<file path="src/hw/rtl/cmft_pkg.sv">
// ----------------------------------------------------------------------------
// cmft_pkg: shared types and constants
// Codes and sideband types for the cube map face and texel address pipeline.
// ----------------------------------------------------------------------------
`default_nettype none

package cmft_pkg;

   // face code is {axis, negative}
   localparam int FACE_W = 3;
   localparam int AXIS_W = 2;

   localparam logic [AXIS_W-1:0] AXIS_X = 2'd0;
   localparam logic [AXIS_W-1:0] AXIS_Y = 2'd1;
   localparam logic [AXIS_W-1:0] AXIS_Z = 2'd2;

   // configuration registers
   localparam int CFG_W      = 13;
   localparam int CSR_DATA_W = 32;
   localparam int CSR_ADDR_W = 3;

   localparam logic REG_FACE_WIDTH  = 1'b0;
   localparam logic REG_FACE_HEIGHT = 1'b1;

   localparam logic [CFG_W-1:0] FACE_SIZE_RESET = 13'd512;

   // per-word sideband carried down the pipeline
   typedef struct packed {
      logic [FACE_W-1:0] face;
      logic              degenerate;
   } face_info_type;

endpackage

`default_nettype wire

</file>
<file path="src/hw/rtl/cmft_csr.sv">
// ----------------------------------------------------------------------------
// cmft_csr: configuration registers
// Face width/height registers on an APB-style port, plus clamped sizes.
// ----------------------------------------------------------------------------
`default_nettype none

module cmft_csr
   import cmft_pkg::*;
#(
   parameter int MAX_FACE_SIZE = 4096,
   parameter int SIZE_W        = 13
) (
   input  wire logic                  clock,
   input  wire logic                  reset,
   input  wire logic                  psel,
   input  wire logic                  penable,
   input  wire logic                  pwrite,
   input  wire logic [CSR_ADDR_W-1:0] paddr,
   input  wire logic [CSR_DATA_W-1:0] pwdata,
   output logic      [CSR_DATA_W-1:0] prdata,
   output logic                       pready,
   output logic      [SIZE_W-1:0]     eff_width,
   output logic      [SIZE_W-1:0]     eff_height
);

   logic [CFG_W-1:0]  width_ff, width_in;
   logic [CFG_W-1:0]  height_ff, height_in;
   logic [SIZE_W-1:0] eff_width_ff, eff_width_in;
   logic [SIZE_W-1:0] eff_height_ff, eff_height_in;
   logic              wr_en;
   logic              reg_sel;

   // word offset picks the register; byte offset bits are don't-care
   assign reg_sel = paddr[2];
   assign wr_en   = psel & penable & pwrite & pready;
   assign pready  = 1'b1;

   always_comb begin
      width_in  = width_ff;
      height_in = height_ff;
      if (wr_en) begin
         case (reg_sel)
            REG_FACE_WIDTH:  width_in  = pwdata[CFG_W-1:0];
            REG_FACE_HEIGHT: height_in = pwdata[CFG_W-1:0];
            default:         width_in  = width_ff;
         endcase
      end
   end

   // size zero acts as one, anything past the max acts as the max
   always_comb begin
      if (width_ff == '0) begin
         eff_width_in = SIZE_W'(1);
      end else if (int'(width_ff) > MAX_FACE_SIZE) begin
         eff_width_in = SIZE_W'(MAX_FACE_SIZE);
      end else begin
         eff_width_in = SIZE_W'(width_ff);
      end
      if (height_ff == '0) begin
         eff_height_in = SIZE_W'(1);
      end else if (int'(height_ff) > MAX_FACE_SIZE) begin
         eff_height_in = SIZE_W'(MAX_FACE_SIZE);
      end else begin
         eff_height_in = SIZE_W'(height_ff);
      end
   end

   always_ff @(posedge clock) begin
      if (reset) begin
         width_ff      <= FACE_SIZE_RESET;
         height_ff     <= FACE_SIZE_RESET;
         eff_width_ff  <= SIZE_W'(FACE_SIZE_RESET);
         eff_height_ff <= SIZE_W'(FACE_SIZE_RESET);
      end else begin
         width_ff      <= width_in;
         height_ff     <= height_in;
         eff_width_ff  <= eff_width_in;
         eff_height_ff <= eff_height_in;
      end
   end

   always_comb begin
      case (reg_sel)
         REG_FACE_WIDTH:  prdata = CSR_DATA_W'(width_ff);
         REG_FACE_HEIGHT: prdata = CSR_DATA_W'(height_ff);
         default:         prdata = '0;
      endcase
   end

   assign eff_width  = eff_width_ff;
   assign eff_height = eff_height_ff;

endmodule

`default_nettype wire

</file>
<file path="src/hw/rtl/cmft_face_select.sv">
// ----------------------------------------------------------------------------
// cmft_face_select: major axis and numerator stages
// Three stages: mirror and magnitude, axis pick, in-face numerators.
// ----------------------------------------------------------------------------
`default_nettype none

module cmft_face_select
   import cmft_pkg::*;
#(
   parameter int COORD_BITS = 16
) (
   input  wire logic                         clock,
   input  wire logic                         reset,
   input  wire logic                         en,
   input  wire logic                         in_valid,
   input  wire logic signed [COORD_BITS-1:0] dir_x,
   input  wire logic signed [COORD_BITS-1:0] dir_y,
   input  wire logic signed [COORD_BITS-1:0] dir_z,
   output logic                              out_valid,
   output face_info_type                     out_info,
   output logic             [COORD_BITS:0]   col_num,
   output logic             [COORD_BITS:0]   row_num,
   output logic             [COORD_BITS:0]   den
);

   localparam int CB = COORD_BITS;

   // stage A: mirrored vector and magnitudes
   logic signed [CB:0]   l_in [3];
   logic        [CB-1:0] mag_in [3];
   logic signed [CB:0]   a_l_ff [3];
   logic        [CB-1:0] a_mag_ff [3];
   logic                 a_valid_ff;

   assign l_in[0] = -$signed({dir_x[CB-1], dir_x});
   assign l_in[1] = $signed({dir_y[CB-1], dir_y});
   assign l_in[2] = $signed({dir_z[CB-1], dir_z});

   always_comb begin
      for (int i = 0; i < 3; i++) begin
         mag_in[i] = l_in[i][CB] ? CB'(-l_in[i]) : l_in[i][CB-1:0];
      end
   end

   // stage B: major axis, strict compare so ties keep the lower axis
   logic              sel_y;
   logic [CB-1:0]     mag_xy;
   logic              sel_z;
   logic [AXIS_W-1:0] axis_in;
   logic [CB-1:0]     m_in;
   logic              pos_in;
   face_info_type     info_in;

   logic signed [CB:0]   b_l_ff [3];
   logic [AXIS_W-1:0]    b_axis_ff;
   logic [CB-1:0]        b_m_ff;
   logic                 b_pos_ff;
   face_info_type        b_info_ff;
   logic                 b_valid_ff;

   always_comb begin
      sel_y  = a_mag_ff[1] > a_mag_ff[0];
      mag_xy = sel_y ? a_mag_ff[1] : a_mag_ff[0];
      sel_z  = a_mag_ff[2] > mag_xy;
      if (sel_z) begin
         axis_in = AXIS_Z;
         m_in    = a_mag_ff[2];
         pos_in  = ~a_l_ff[2][CB] & (a_mag_ff[2] != '0);
      end else if (sel_y) begin
         axis_in = AXIS_Y;
         m_in    = a_mag_ff[1];
         pos_in  = ~a_l_ff[1][CB] & (a_mag_ff[1] != '0);
      end else begin
         axis_in = AXIS_X;
         m_in    = a_mag_ff[0];
         pos_in  = ~a_l_ff[0][CB] & (a_mag_ff[0] != '0);
      end
      // zero vector lands on axis x, not positive: face 1
      info_in.face       = {axis_in, ~pos_in};
      info_in.degenerate = (m_in == '0);
   end

   // stage C: numerators in [0, 2m]
   logic signed [CB+1:0] m_s;
   logic signed [CB+1:0] l_e [3];
   logic signed [CB+1:0] col_s;
   logic signed [CB+1:0] row_s;

   logic [CB:0]   c_col_ff;
   logic [CB:0]   c_row_ff;
   logic [CB:0]   c_den_ff;
   face_info_type c_info_ff;
   logic          c_valid_ff;

   always_comb begin
      m_s = $signed({2'b00, b_m_ff});
      for (int i = 0; i < 3; i++) begin
         l_e[i] = $signed({b_l_ff[i][CB], b_l_ff[i]});
      end
      case (b_axis_ff)
         AXIS_X: begin
            row_s = m_s + l_e[1];
            col_s = b_pos_ff ? m_s - l_e[2] : m_s + l_e[2];
         end
         AXIS_Y: begin
            col_s = m_s + l_e[0];
            row_s = b_pos_ff ? m_s - l_e[2] : m_s + l_e[2];
         end
         AXIS_Z: begin
            row_s = m_s + l_e[1];
            col_s = b_pos_ff ? m_s + l_e[0] : m_s - l_e[0];
         end
         default: begin
            row_s = '0;
            col_s = '0;
         end
      endcase
   end

   always_ff @(posedge clock) begin
      if (reset) begin
         a_valid_ff <= 1'b0;
         b_valid_ff <= 1'b0;
         c_valid_ff <= 1'b0;
      end else if (en) begin
         a_valid_ff <= in_valid;
         b_valid_ff <= a_valid_ff;
         c_valid_ff <= b_valid_ff;
      end
   end

   always_ff @(posedge clock) begin
      if (en) begin
         for (int i = 0; i < 3; i++) begin
            a_l_ff[i]   <= l_in[i];
            a_mag_ff[i] <= mag_in[i];
            b_l_ff[i]   <= a_l_ff[i];
         end
         b_axis_ff <= axis_in;
         b_m_ff    <= m_in;
         b_pos_ff  <= pos_in;
         b_info_ff <= info_in;
         c_col_ff  <= col_s[CB:0];
         c_row_ff  <= row_s[CB:0];
         c_den_ff  <= {b_m_ff, 1'b0};
         c_info_ff <= b_info_ff;
      end
   end

   assign out_valid = c_valid_ff;
   assign out_info  = c_info_ff;
   assign col_num   = c_col_ff;
   assign row_num   = c_row_ff;
   assign den       = c_den_ff;

endmodule

`default_nettype wire

</file>
<file path="src/hw/rtl/cmft_texel_div.sv">
// ----------------------------------------------------------------------------
// cmft_texel_div: pipelined scale and divide
// floor(size * num / den): one multiply stage, then one quotient bit a stage.
// ----------------------------------------------------------------------------
`default_nettype none

module cmft_texel_div #(
   parameter int NUM_W  = 17,
   parameter int SIZE_W = 13
) (
   input  wire logic              clock,
   input  wire logic              en,
   input  wire logic [NUM_W-1:0]  num,
   input  wire logic [NUM_W-1:0]  den,
   input  wire logic [SIZE_W-1:0] size,
   output logic      [SIZE_W-1:0] quot
);

   localparam int PW = SIZE_W + NUM_W;

   // index 0 is the product stage, index k+1 holds k+1 quotient bits
   logic [PW-1:0]     rem_ff [SIZE_W+1];
   logic [NUM_W-1:0]  dd_ff  [SIZE_W+1];
   logic [SIZE_W-1:0] q_ff   [SIZE_W+1];

   always_ff @(posedge clock) begin
      if (en) begin
         rem_ff[0] <= PW'(size) * PW'(num);
         dd_ff[0]  <= den;
         q_ff[0]   <= '0;
      end
   end

   // quotient is at most size, so SIZE_W restoring steps cover it
   for (genvar k = 0; k < SIZE_W; k++) begin : g_step
      logic [PW-1:0] dsh;
      logic          ge;

      assign dsh = {{SIZE_W{1'b0}}, dd_ff[k]} << (SIZE_W - 1 - k);
      assign ge  = rem_ff[k] >= dsh;

      always_ff @(posedge clock) begin
         if (en) begin
            rem_ff[k+1] <= ge ? rem_ff[k] - dsh : rem_ff[k];
            dd_ff[k+1]  <= dd_ff[k];
            q_ff[k+1]   <= {q_ff[k][SIZE_W-2:0], ge};
         end
      end
   end

   assign quot = q_ff[SIZE_W];

endmodule

`default_nettype wire

</file>
<file path="src/hw/rtl/cube_map_face_texel_address.sv">
// ----------------------------------------------------------------------------
// cube_map_face_texel_address: cube map face pick and texel address
// Maps a signed lookup direction to a cube face and a clamped texel.
// ----------------------------------------------------------------------------
// Takes one direction word per clock and returns one result word per clock
// whenever rsp_tready is high. The pipeline holds three face-select stages,
// one size*numerator multiply, one restoring divide stage per quotient bit
// and the output register; the divide pipeline length sets its depth.
// The whole pipeline advances on one enable, so a stall holds every stage and
// req_tready drops only while a finished result sits unread.
// The x component is mirrored before the major axis is picked; on magnitude
// ties x wins over y and y over z. An all-zero direction returns face 1,
// texel 0/0 and raises the degenerate flag in rsp_tuser. Face sizes of zero
// read as one, sizes past MAX_FACE_SIZE read as MAX_FACE_SIZE. The face size
// registers should be written only while no word is in flight.
// ----------------------------------------------------------------------------
`default_nettype none

module cube_map_face_texel_address
   import cmft_pkg::*;
#(
   parameter int COORD_BITS    = 16,
   parameter int MAX_FACE_SIZE = 4096
) (
   input  wire logic                  clock,
   input  wire logic                  reset,

   input  wire logic                  req_tvalid,
   output logic                       req_tready,
   // dir_x, dir_y, dir_z (COORD_BITS each, signed), zero padded to bytes
   input  wire logic [((3*COORD_BITS+7)/8)*8-1:0] req_tdata,

   output logic                       rsp_tvalid,
   input  wire logic                  rsp_tready,
   // face (3), texel_col, texel_row, zero padded to bytes
   output logic [((FACE_W+2*$clog2(MAX_FACE_SIZE)+7)/8)*8-1:0] rsp_tdata,
   // degenerate
   output logic                       rsp_tuser,

   input  wire logic                  csr_psel,
   input  wire logic                  csr_penable,
   input  wire logic                  csr_pwrite,
   input  wire logic [CSR_ADDR_W-1:0] csr_paddr,
   input  wire logic [CSR_DATA_W-1:0] csr_pwdata,
   output logic      [CSR_DATA_W-1:0] csr_prdata,
   output logic                       csr_pready
);

   localparam int SIZE_W  = $clog2(MAX_FACE_SIZE + 1);
   localparam int TEXEL_W = $clog2(MAX_FACE_SIZE);
   localparam int NUM_W   = COORD_BITS + 1;
   localparam int DIV_LAT = SIZE_W + 1;
   localparam int OUT_W   = ((FACE_W + 2*TEXEL_W + 7) / 8) * 8;

   logic              en;
   logic [SIZE_W-1:0] eff_width;
   logic [SIZE_W-1:0] eff_height;

   // face select outputs
   logic              fs_valid;
   face_info_type     fs_info;
   logic [NUM_W-1:0]  fs_col_num;
   logic [NUM_W-1:0]  fs_row_num;
   logic [NUM_W-1:0]  fs_den;

   logic [SIZE_W-1:0] col_quot;
   logic [SIZE_W-1:0] row_quot;

   // valid and sideband ride alongside the divide pipeline
   logic              chain_valid_ff [DIV_LAT];
   face_info_type     chain_info_ff  [DIV_LAT];

   logic                out_valid_ff;
   logic [FACE_W-1:0]   out_face_ff,  out_face_in;
   logic [TEXEL_W-1:0]  out_col_ff,   out_col_in;
   logic [TEXEL_W-1:0]  out_row_ff,   out_row_in;
   logic                out_degen_ff, out_degen_in;
   face_info_type       tail_info;

   // pipeline moves when the output register is empty or being drained
   assign en         = ~out_valid_ff | rsp_tready;
   assign req_tready = en;

   cmft_csr #(
      .MAX_FACE_SIZE (MAX_FACE_SIZE),
      .SIZE_W        (SIZE_W)
   ) u_csr (
      .clock      (clock),
      .reset      (reset),
      .psel       (csr_psel),
      .penable    (csr_penable),
      .pwrite     (csr_pwrite),
      .paddr      (csr_paddr),
      .pwdata     (csr_pwdata),
      .prdata     (csr_prdata),
      .pready     (csr_pready),
      .eff_width  (eff_width),
      .eff_height (eff_height)
   );

   cmft_face_select #(
      .COORD_BITS (COORD_BITS)
   ) u_face_select (
      .clock     (clock),
      .reset     (reset),
      .en        (en),
      .in_valid  (req_tvalid),
      .dir_x     ($signed(req_tdata[COORD_BITS-1:0])),
      .dir_y     ($signed(req_tdata[2*COORD_BITS-1:COORD_BITS])),
      .dir_z     ($signed(req_tdata[3*COORD_BITS-1:2*COORD_BITS])),
      .out_valid (fs_valid),
      .out_info  (fs_info),
      .col_num   (fs_col_num),
      .row_num   (fs_row_num),
      .den       (fs_den)
   );

   cmft_texel_div #(
      .NUM_W  (NUM_W),
      .SIZE_W (SIZE_W)
   ) u_col_div (
      .clock (clock),
      .en    (en),
      .num   (fs_col_num),
      .den   (fs_den),
      .size  (eff_width),
      .quot  (col_quot)
   );

   cmft_texel_div #(
      .NUM_W  (NUM_W),
      .SIZE_W (SIZE_W)
   ) u_row_div (
      .clock (clock),
      .en    (en),
      .num   (fs_row_num),
      .den   (fs_den),
      .size  (eff_height),
      .quot  (row_quot)
   );

   always_ff @(posedge clock) begin
      if (reset) begin
         for (int k = 0; k < DIV_LAT; k++) begin
            chain_valid_ff[k] <= 1'b0;
         end
         out_valid_ff <= 1'b0;
      end else if (en) begin
         chain_valid_ff[0] <= fs_valid;
         for (int k = 1; k < DIV_LAT; k++) begin
            chain_valid_ff[k] <= chain_valid_ff[k-1];
         end
         out_valid_ff <= chain_valid_ff[DIV_LAT-1];
      end
   end

   always_ff @(posedge clock) begin
      if (en) begin
         chain_info_ff[0] <= fs_info;
         for (int k = 1; k < DIV_LAT; k++) begin
            chain_info_ff[k] <= chain_info_ff[k-1];
         end
      end
   end

   // quotient equals size only when the numerator hits 2m: clamp to size-1
   assign tail_info = chain_info_ff[DIV_LAT-1];

   always_comb begin
      out_face_in  = tail_info.face;
      out_degen_in = tail_info.degenerate;
      if (tail_info.degenerate) begin
         out_col_in = '0;
         out_row_in = '0;
      end else begin
         out_col_in = (col_quot >= eff_width) ? TEXEL_W'(eff_width - 1'b1)
                                              : col_quot[TEXEL_W-1:0];
         out_row_in = (row_quot >= eff_height) ? TEXEL_W'(eff_height - 1'b1)
                                               : row_quot[TEXEL_W-1:0];
      end
   end

   always_ff @(posedge clock) begin
      if (en) begin
         out_face_ff  <= out_face_in;
         out_col_ff   <= out_col_in;
         out_row_ff   <= out_row_in;
         out_degen_ff <= out_degen_in;
      end
   end

   assign rsp_tvalid = out_valid_ff;
   assign rsp_tdata  = OUT_W'({out_row_ff, out_col_ff, out_face_ff});
   assign rsp_tuser  = out_degen_ff;

endmodule

`default_nettype wire

</file>
<file path="config.mk">
export PLATFORM = sky130hd
export DESIGN_NAME = cube_map_face_texel_address
export DESIGN_NICKNAME = d
export VERILOG_FILES = /design/src/hw/rtl/cmft_pkg.sv /design/src/hw/rtl/cmft_csr.sv /design/src/hw/rtl/cmft_face_select.sv /design/src/hw/rtl/cmft_texel_div.sv /design/src/hw/rtl/cube_map_face_texel_address.sv
export SDC_FILE = /design/constraint.sdc
export NUM_CORES = 2
export LEC_CHECK = 0
export BUFFER_PORTS_ARGS = -buffer_cell sky130_fd_sc_hd__buf_2
export CORE_ASPECT_RATIO = 0.7
export CORE_MARGIN = 3
export CORE_UTILIZATION = 59
export CTS_BUF_LIST = sky130_fd_sc_hd__clkbuf_16
export DETAILED_ROUTE_END_ITERATION = 10
export GPL_TIMING_DRIVEN = 0
export PLACE_DENSITY = 0.89
export SETUP_SLACK_MARGIN = 0.15
export SLEW_MARGIN = 30
export SYNTH_ARGS = -nofsm -noshare
export SYNTH_HDL_FRONTEND = slang
export SYNTH_HIERARCHICAL = 1
export SYNTH_SLANG_ARGS = --single-unit
export TNS_END_PERCENT = 50
</file>
<file path="constraint.sdc">
create_clock -name clock -period 53 [get_ports clock]
set_input_delay 10.6 -clock clock [delete_from_list [all_inputs] [get_ports clock]]
set_output_delay 10.6 -clock clock [all_outputs]
set_load 0.02 [all_outputs]
</file>
==> flow_metrics.py <==
metrics = {
    "timing": {
        "relSlewSlack_pct": 30.6,
        "finalSetupViolCount": 0,
        "finalWorstPathRequiredPeriod_ps": 23530,
        "finalMaxSlewViolations": 0,
        "fin_tns_setup_ps": 0,
        "finalHoldViolations": 0,
        "finalCritPeriodShare_pct": 44.4,
        "fmax_mhz": 42.5,
        "skew_ps": 42.5,
        "grt_setup_unrepaired": "no",
        "worst_slew_pin_slew_ps": 1040,
    },
    "worst_setup_path": {
        "cp_data_arrival_time_ps": 12930,
        "cp_cell_sequence": "buf_2, nor2b_1, clkinvlp_4, buf_12, buf_12, buf_12, buf_12, buf_2",
        "crit_path_top_delay_cell": "clkinvlp_4",
        "crit_type": "input pin to output port",
        "reg2reg_from": "u_csr/eff_width[6]",
        "r2r_slack_ps": 44860,
        "worst-path-max-fanout": 33,
        "crit_path_frequent_cell": "buf_12",
        "cp_num_buf_inv": 7,
        "ff2ff_path_depth": 21,
        "end_kind": "output port",
        "cpPeakStageDelay_ps": 670,
        "worstPathRequired_ps": 42400,
        "cp_top_family": "buffers and inverters",
        "r2r-end": "u_col_div/rem_ff[0][29]",
        "startpoint": "rsp_tready",
        "cp-start-kind": "input pin",
    },
    "power_and_ir_drop": {
        "ir_drop_uv": 39.7,
        "p_per_area_nw_per_um2": 62.7,
        "p_leak_nw": 49.6,
    },
    "final_layout": {
        "multi_input_area_um2": 48000,
        "fillCellCount": 12900,
        "fin_util_pct": 65.6,
        "seqCellArea_um2": 52800,
        "layout.nets": 11000,
        "final_area_um2": 117000,
        "drive_gt1_share_pct": 7.30,
        "instances_no_fill": 12300,
        "areaGrowthSynthToFinish_pct": 9.76,
    },
    "clock_network": {
        "insertion_delay_ps": 820,
        "ctsResizeCount": 0,
        "ctsRootBufferMaster": "clkbuf_16",
        "cts.clk_slew.worst_paths_ps": 60,
        "htreeDepth": 4,
        "ctsHoldBuffers": 0,
        "cts_tree": "yes",
        "cts-buffers-inserted": 170,
        "cts.path.max_buffers": 3,
        "clock_sinks": 1776,
        "post_cts_buffers": 0,
    },
    "grt": {
        "antenna_found_initial": 19,
        "gr-total-overflow": 0,
        "grt_max_degree": 37,
        "first_global_vias": 73100,
        "grt_pass1_wl_mm": 415,
        "track_usage_pct": 28.4,
    },
    "run": {
        "drv_cap": 0,
    },
    "synthesis": {
        "synth_warnings": 6,
        "synth_seq_cells": 1776,
        "synth_area_leaders": "edfxtp_1 49%, ha_1 8.5%, fa_1 6.7%",
        "syn_avg_cell_area_um2": 11.3,
        "yosysUniqueCellTypes": 115,
        "yosysTopAreaCell": "edfxtp_1",
        "ys_seq_area_share_pct": 49.7,
        "yosysMostFrequentCell": "edfxtp_1",
        "synth_ff_type": "edfxtp_1",
        "synth_edf_count": 1720,
        "synth_common_cells": "1720 x edfxtp_1, 1127 x inv_1, 724 x nand2_1",
        "netlist_area_um2": 106000,
        "synthArstFlopShare_pct": 0,
        "synth_top_area_share_pct": 48.6,
        "postSynthCellCount": 9434,
    },
    "worst_hold_path": {
        "hp-class": "register to register",
        "holdPathEnd": "chain_info_ff[1][4]",
        "min_from": "chain_info_ff[1][0]",
        "hold_depth": 0,
    },
    "floorplan": {
        "fp.dieH_um": 361,
        "initial_core_util_pct": 59.7,
        "io_pins": 158,
        "die_w_um": 513,
        "core_area_um2": 178000,
        "rows": 129,
        "die_area_um2": 185000,
    },
    "placement": {
        "routabilityCongestion": 0.980,
        "port_buffers": 110,
        "place_hpwl_mm": 206,
        "place_inst": 12000,
        "postPlaceCellArea_um2": 111000,
    },
    "drt": {
        "ant_nets": 0,
        "drtIter0Drc": 8971,
        "wl_mm": 267,
        "via_count": 75100,
        "wl_per_cell_um": 21.7,
        "drc": 0,
        "drt_first_pass_iters": 8,
        "drt-vias-per-instance": 6.10,
    },
    "outcome": {
        "status": "complete, no violations",
    },
}
power breakdown:
group	internal, mW	total, mW	switching [mW]
registers	2.26	2.63	0.374
logic	1.43	3.49	2.06
clock network	0.655	1.19	0.538
total	4.34	7.31	2.97
metrics by stage:
stage               power (mW)  hold slack (ps)  setup WS, ps
floorplan                 5.02              400         13000
global placement          5.83              401          9.03
detailed placement        6.00              405         29430
CTS                       7.24              402         29420
global route              7.77              408         29230
finish                    7.31              402         29470
layout by cell type (no fill, tap or decap), types with 31 or more instances in the layout:
cell,n
edfxtp_1,1720
inv_1,1158
nand2_1,724
ha_1,720
nor2_1,569
a21oi_1,566
o21ai_0,375
xnor2_1,365
fa_1,358
and2_1,255
xor2_1,249
a21o_1,206
clkbuf_1,181
nor3_1,174
clkbuf_16,171
buf_2,139
nand3_1,119
mux2_2,113
nand2b_1,108
nor2b_1,106
o21a_1,93
nor4_1,92
or3_1,77
nand4_1,73
a211oi_1,69
o31ai_1,63
a31oi_1,62
buf_4,57
dfxtp_1,54
and3_1,48
buf_12,44
clkinv_1,42
o21bai_1,42
mux2i_1,42
or2_2,32
o211ai_1,31
or4_1,31
per-layer routing:
layer | share of wire (%) | wire length [um] | track usage, % | up-vias
li1 | - | - | - | 34200
met1 | 44 | 116000 | 42.5 | 36400
met2 | 43 | 116000 | 42.4 | 3982
met3 | 10 | 27700 | 5.69 | 484
met4 | 2.6 | 6960 | 7.74 | 2
met5 | 0.0049 | 13 | 0 | -
how the worst max path moves through the flow:
| stage | to | slack, ps | cells after the start |
|---|---|---|---|
| finish | req_tready | 29470 | 8 |
| global placement | req_tready | 9 | 4 |
| global route | req_tready | 29230 | 8 |
| detailed placement | req_tready | 29430 | 8 |
| floorplan | req_tready | 13000 | 2 |
| CTS | req_tready | 29420 | 8 |
layout make-up:
type / instances / share of cell area (%)
clock inverter: 143 / 0.977
inverter: 1129 / 3.64
sequential: 1776 / 45.2
clock buffer: 171 / 3.67
multi-input combinational: 6263 / 41.1
timing repair buffer: 170 / 1.60
tap: 2358 / 2.53
antenna: 5 / 0.0107
buffer: 288 / 1.19
registers in the layout (all words and copies together) (netlist names), 12 cells and up:
| register | flops |
|---|---|
| u_face_select/col_num | 17 |
| u_csr/eff_height | 13 |
| u_col_div/rem_ff | 390 |
| u_face_select/row_num | 17 |
| u_face_select/b_l_ff | 49 |
| u_col_div/dd_ff | 221 |
| u_face_select/den | 16 |
| u_face_select/b_m_ff | 16 |
| u_row_div/q_ff | 91 |
| u_col_div/q_ff | 91 |
| u_csr/width_ff | 13 |
| u_csr/eff_width | 13 |
| out_row_ff | 12 |
| u_csr/height_ff | 13 |
| u_face_select/a_l_ff | 49 |
| chain_valid_ff | 14 |
| u_row_div/rem_ff | 390 |
| u_row_div/dd_ff | 221 |
| u_face_select/a_mag_ff | 45 |
| out_col_ff | 12 |
| chain_info_ff | 56 |
cells by family (layout without fill, tap and decap cells):
kind of cell,Yosys count,count (layout),synth area share (%)
AOI/OAI and AO/OA,1817,1817,10.9
and+or+nand+nor,2560,2560,12.1
muxes,168,168,1.74
adders and majority gates,1078,1078,15.2
xor gates and xnor gates,614,614,5.06
DFF,1776,1776,49.7
buffers and inverters,1417,1901,5.29
other,4,31,0.0141
(Power assumes the default switching activity.)
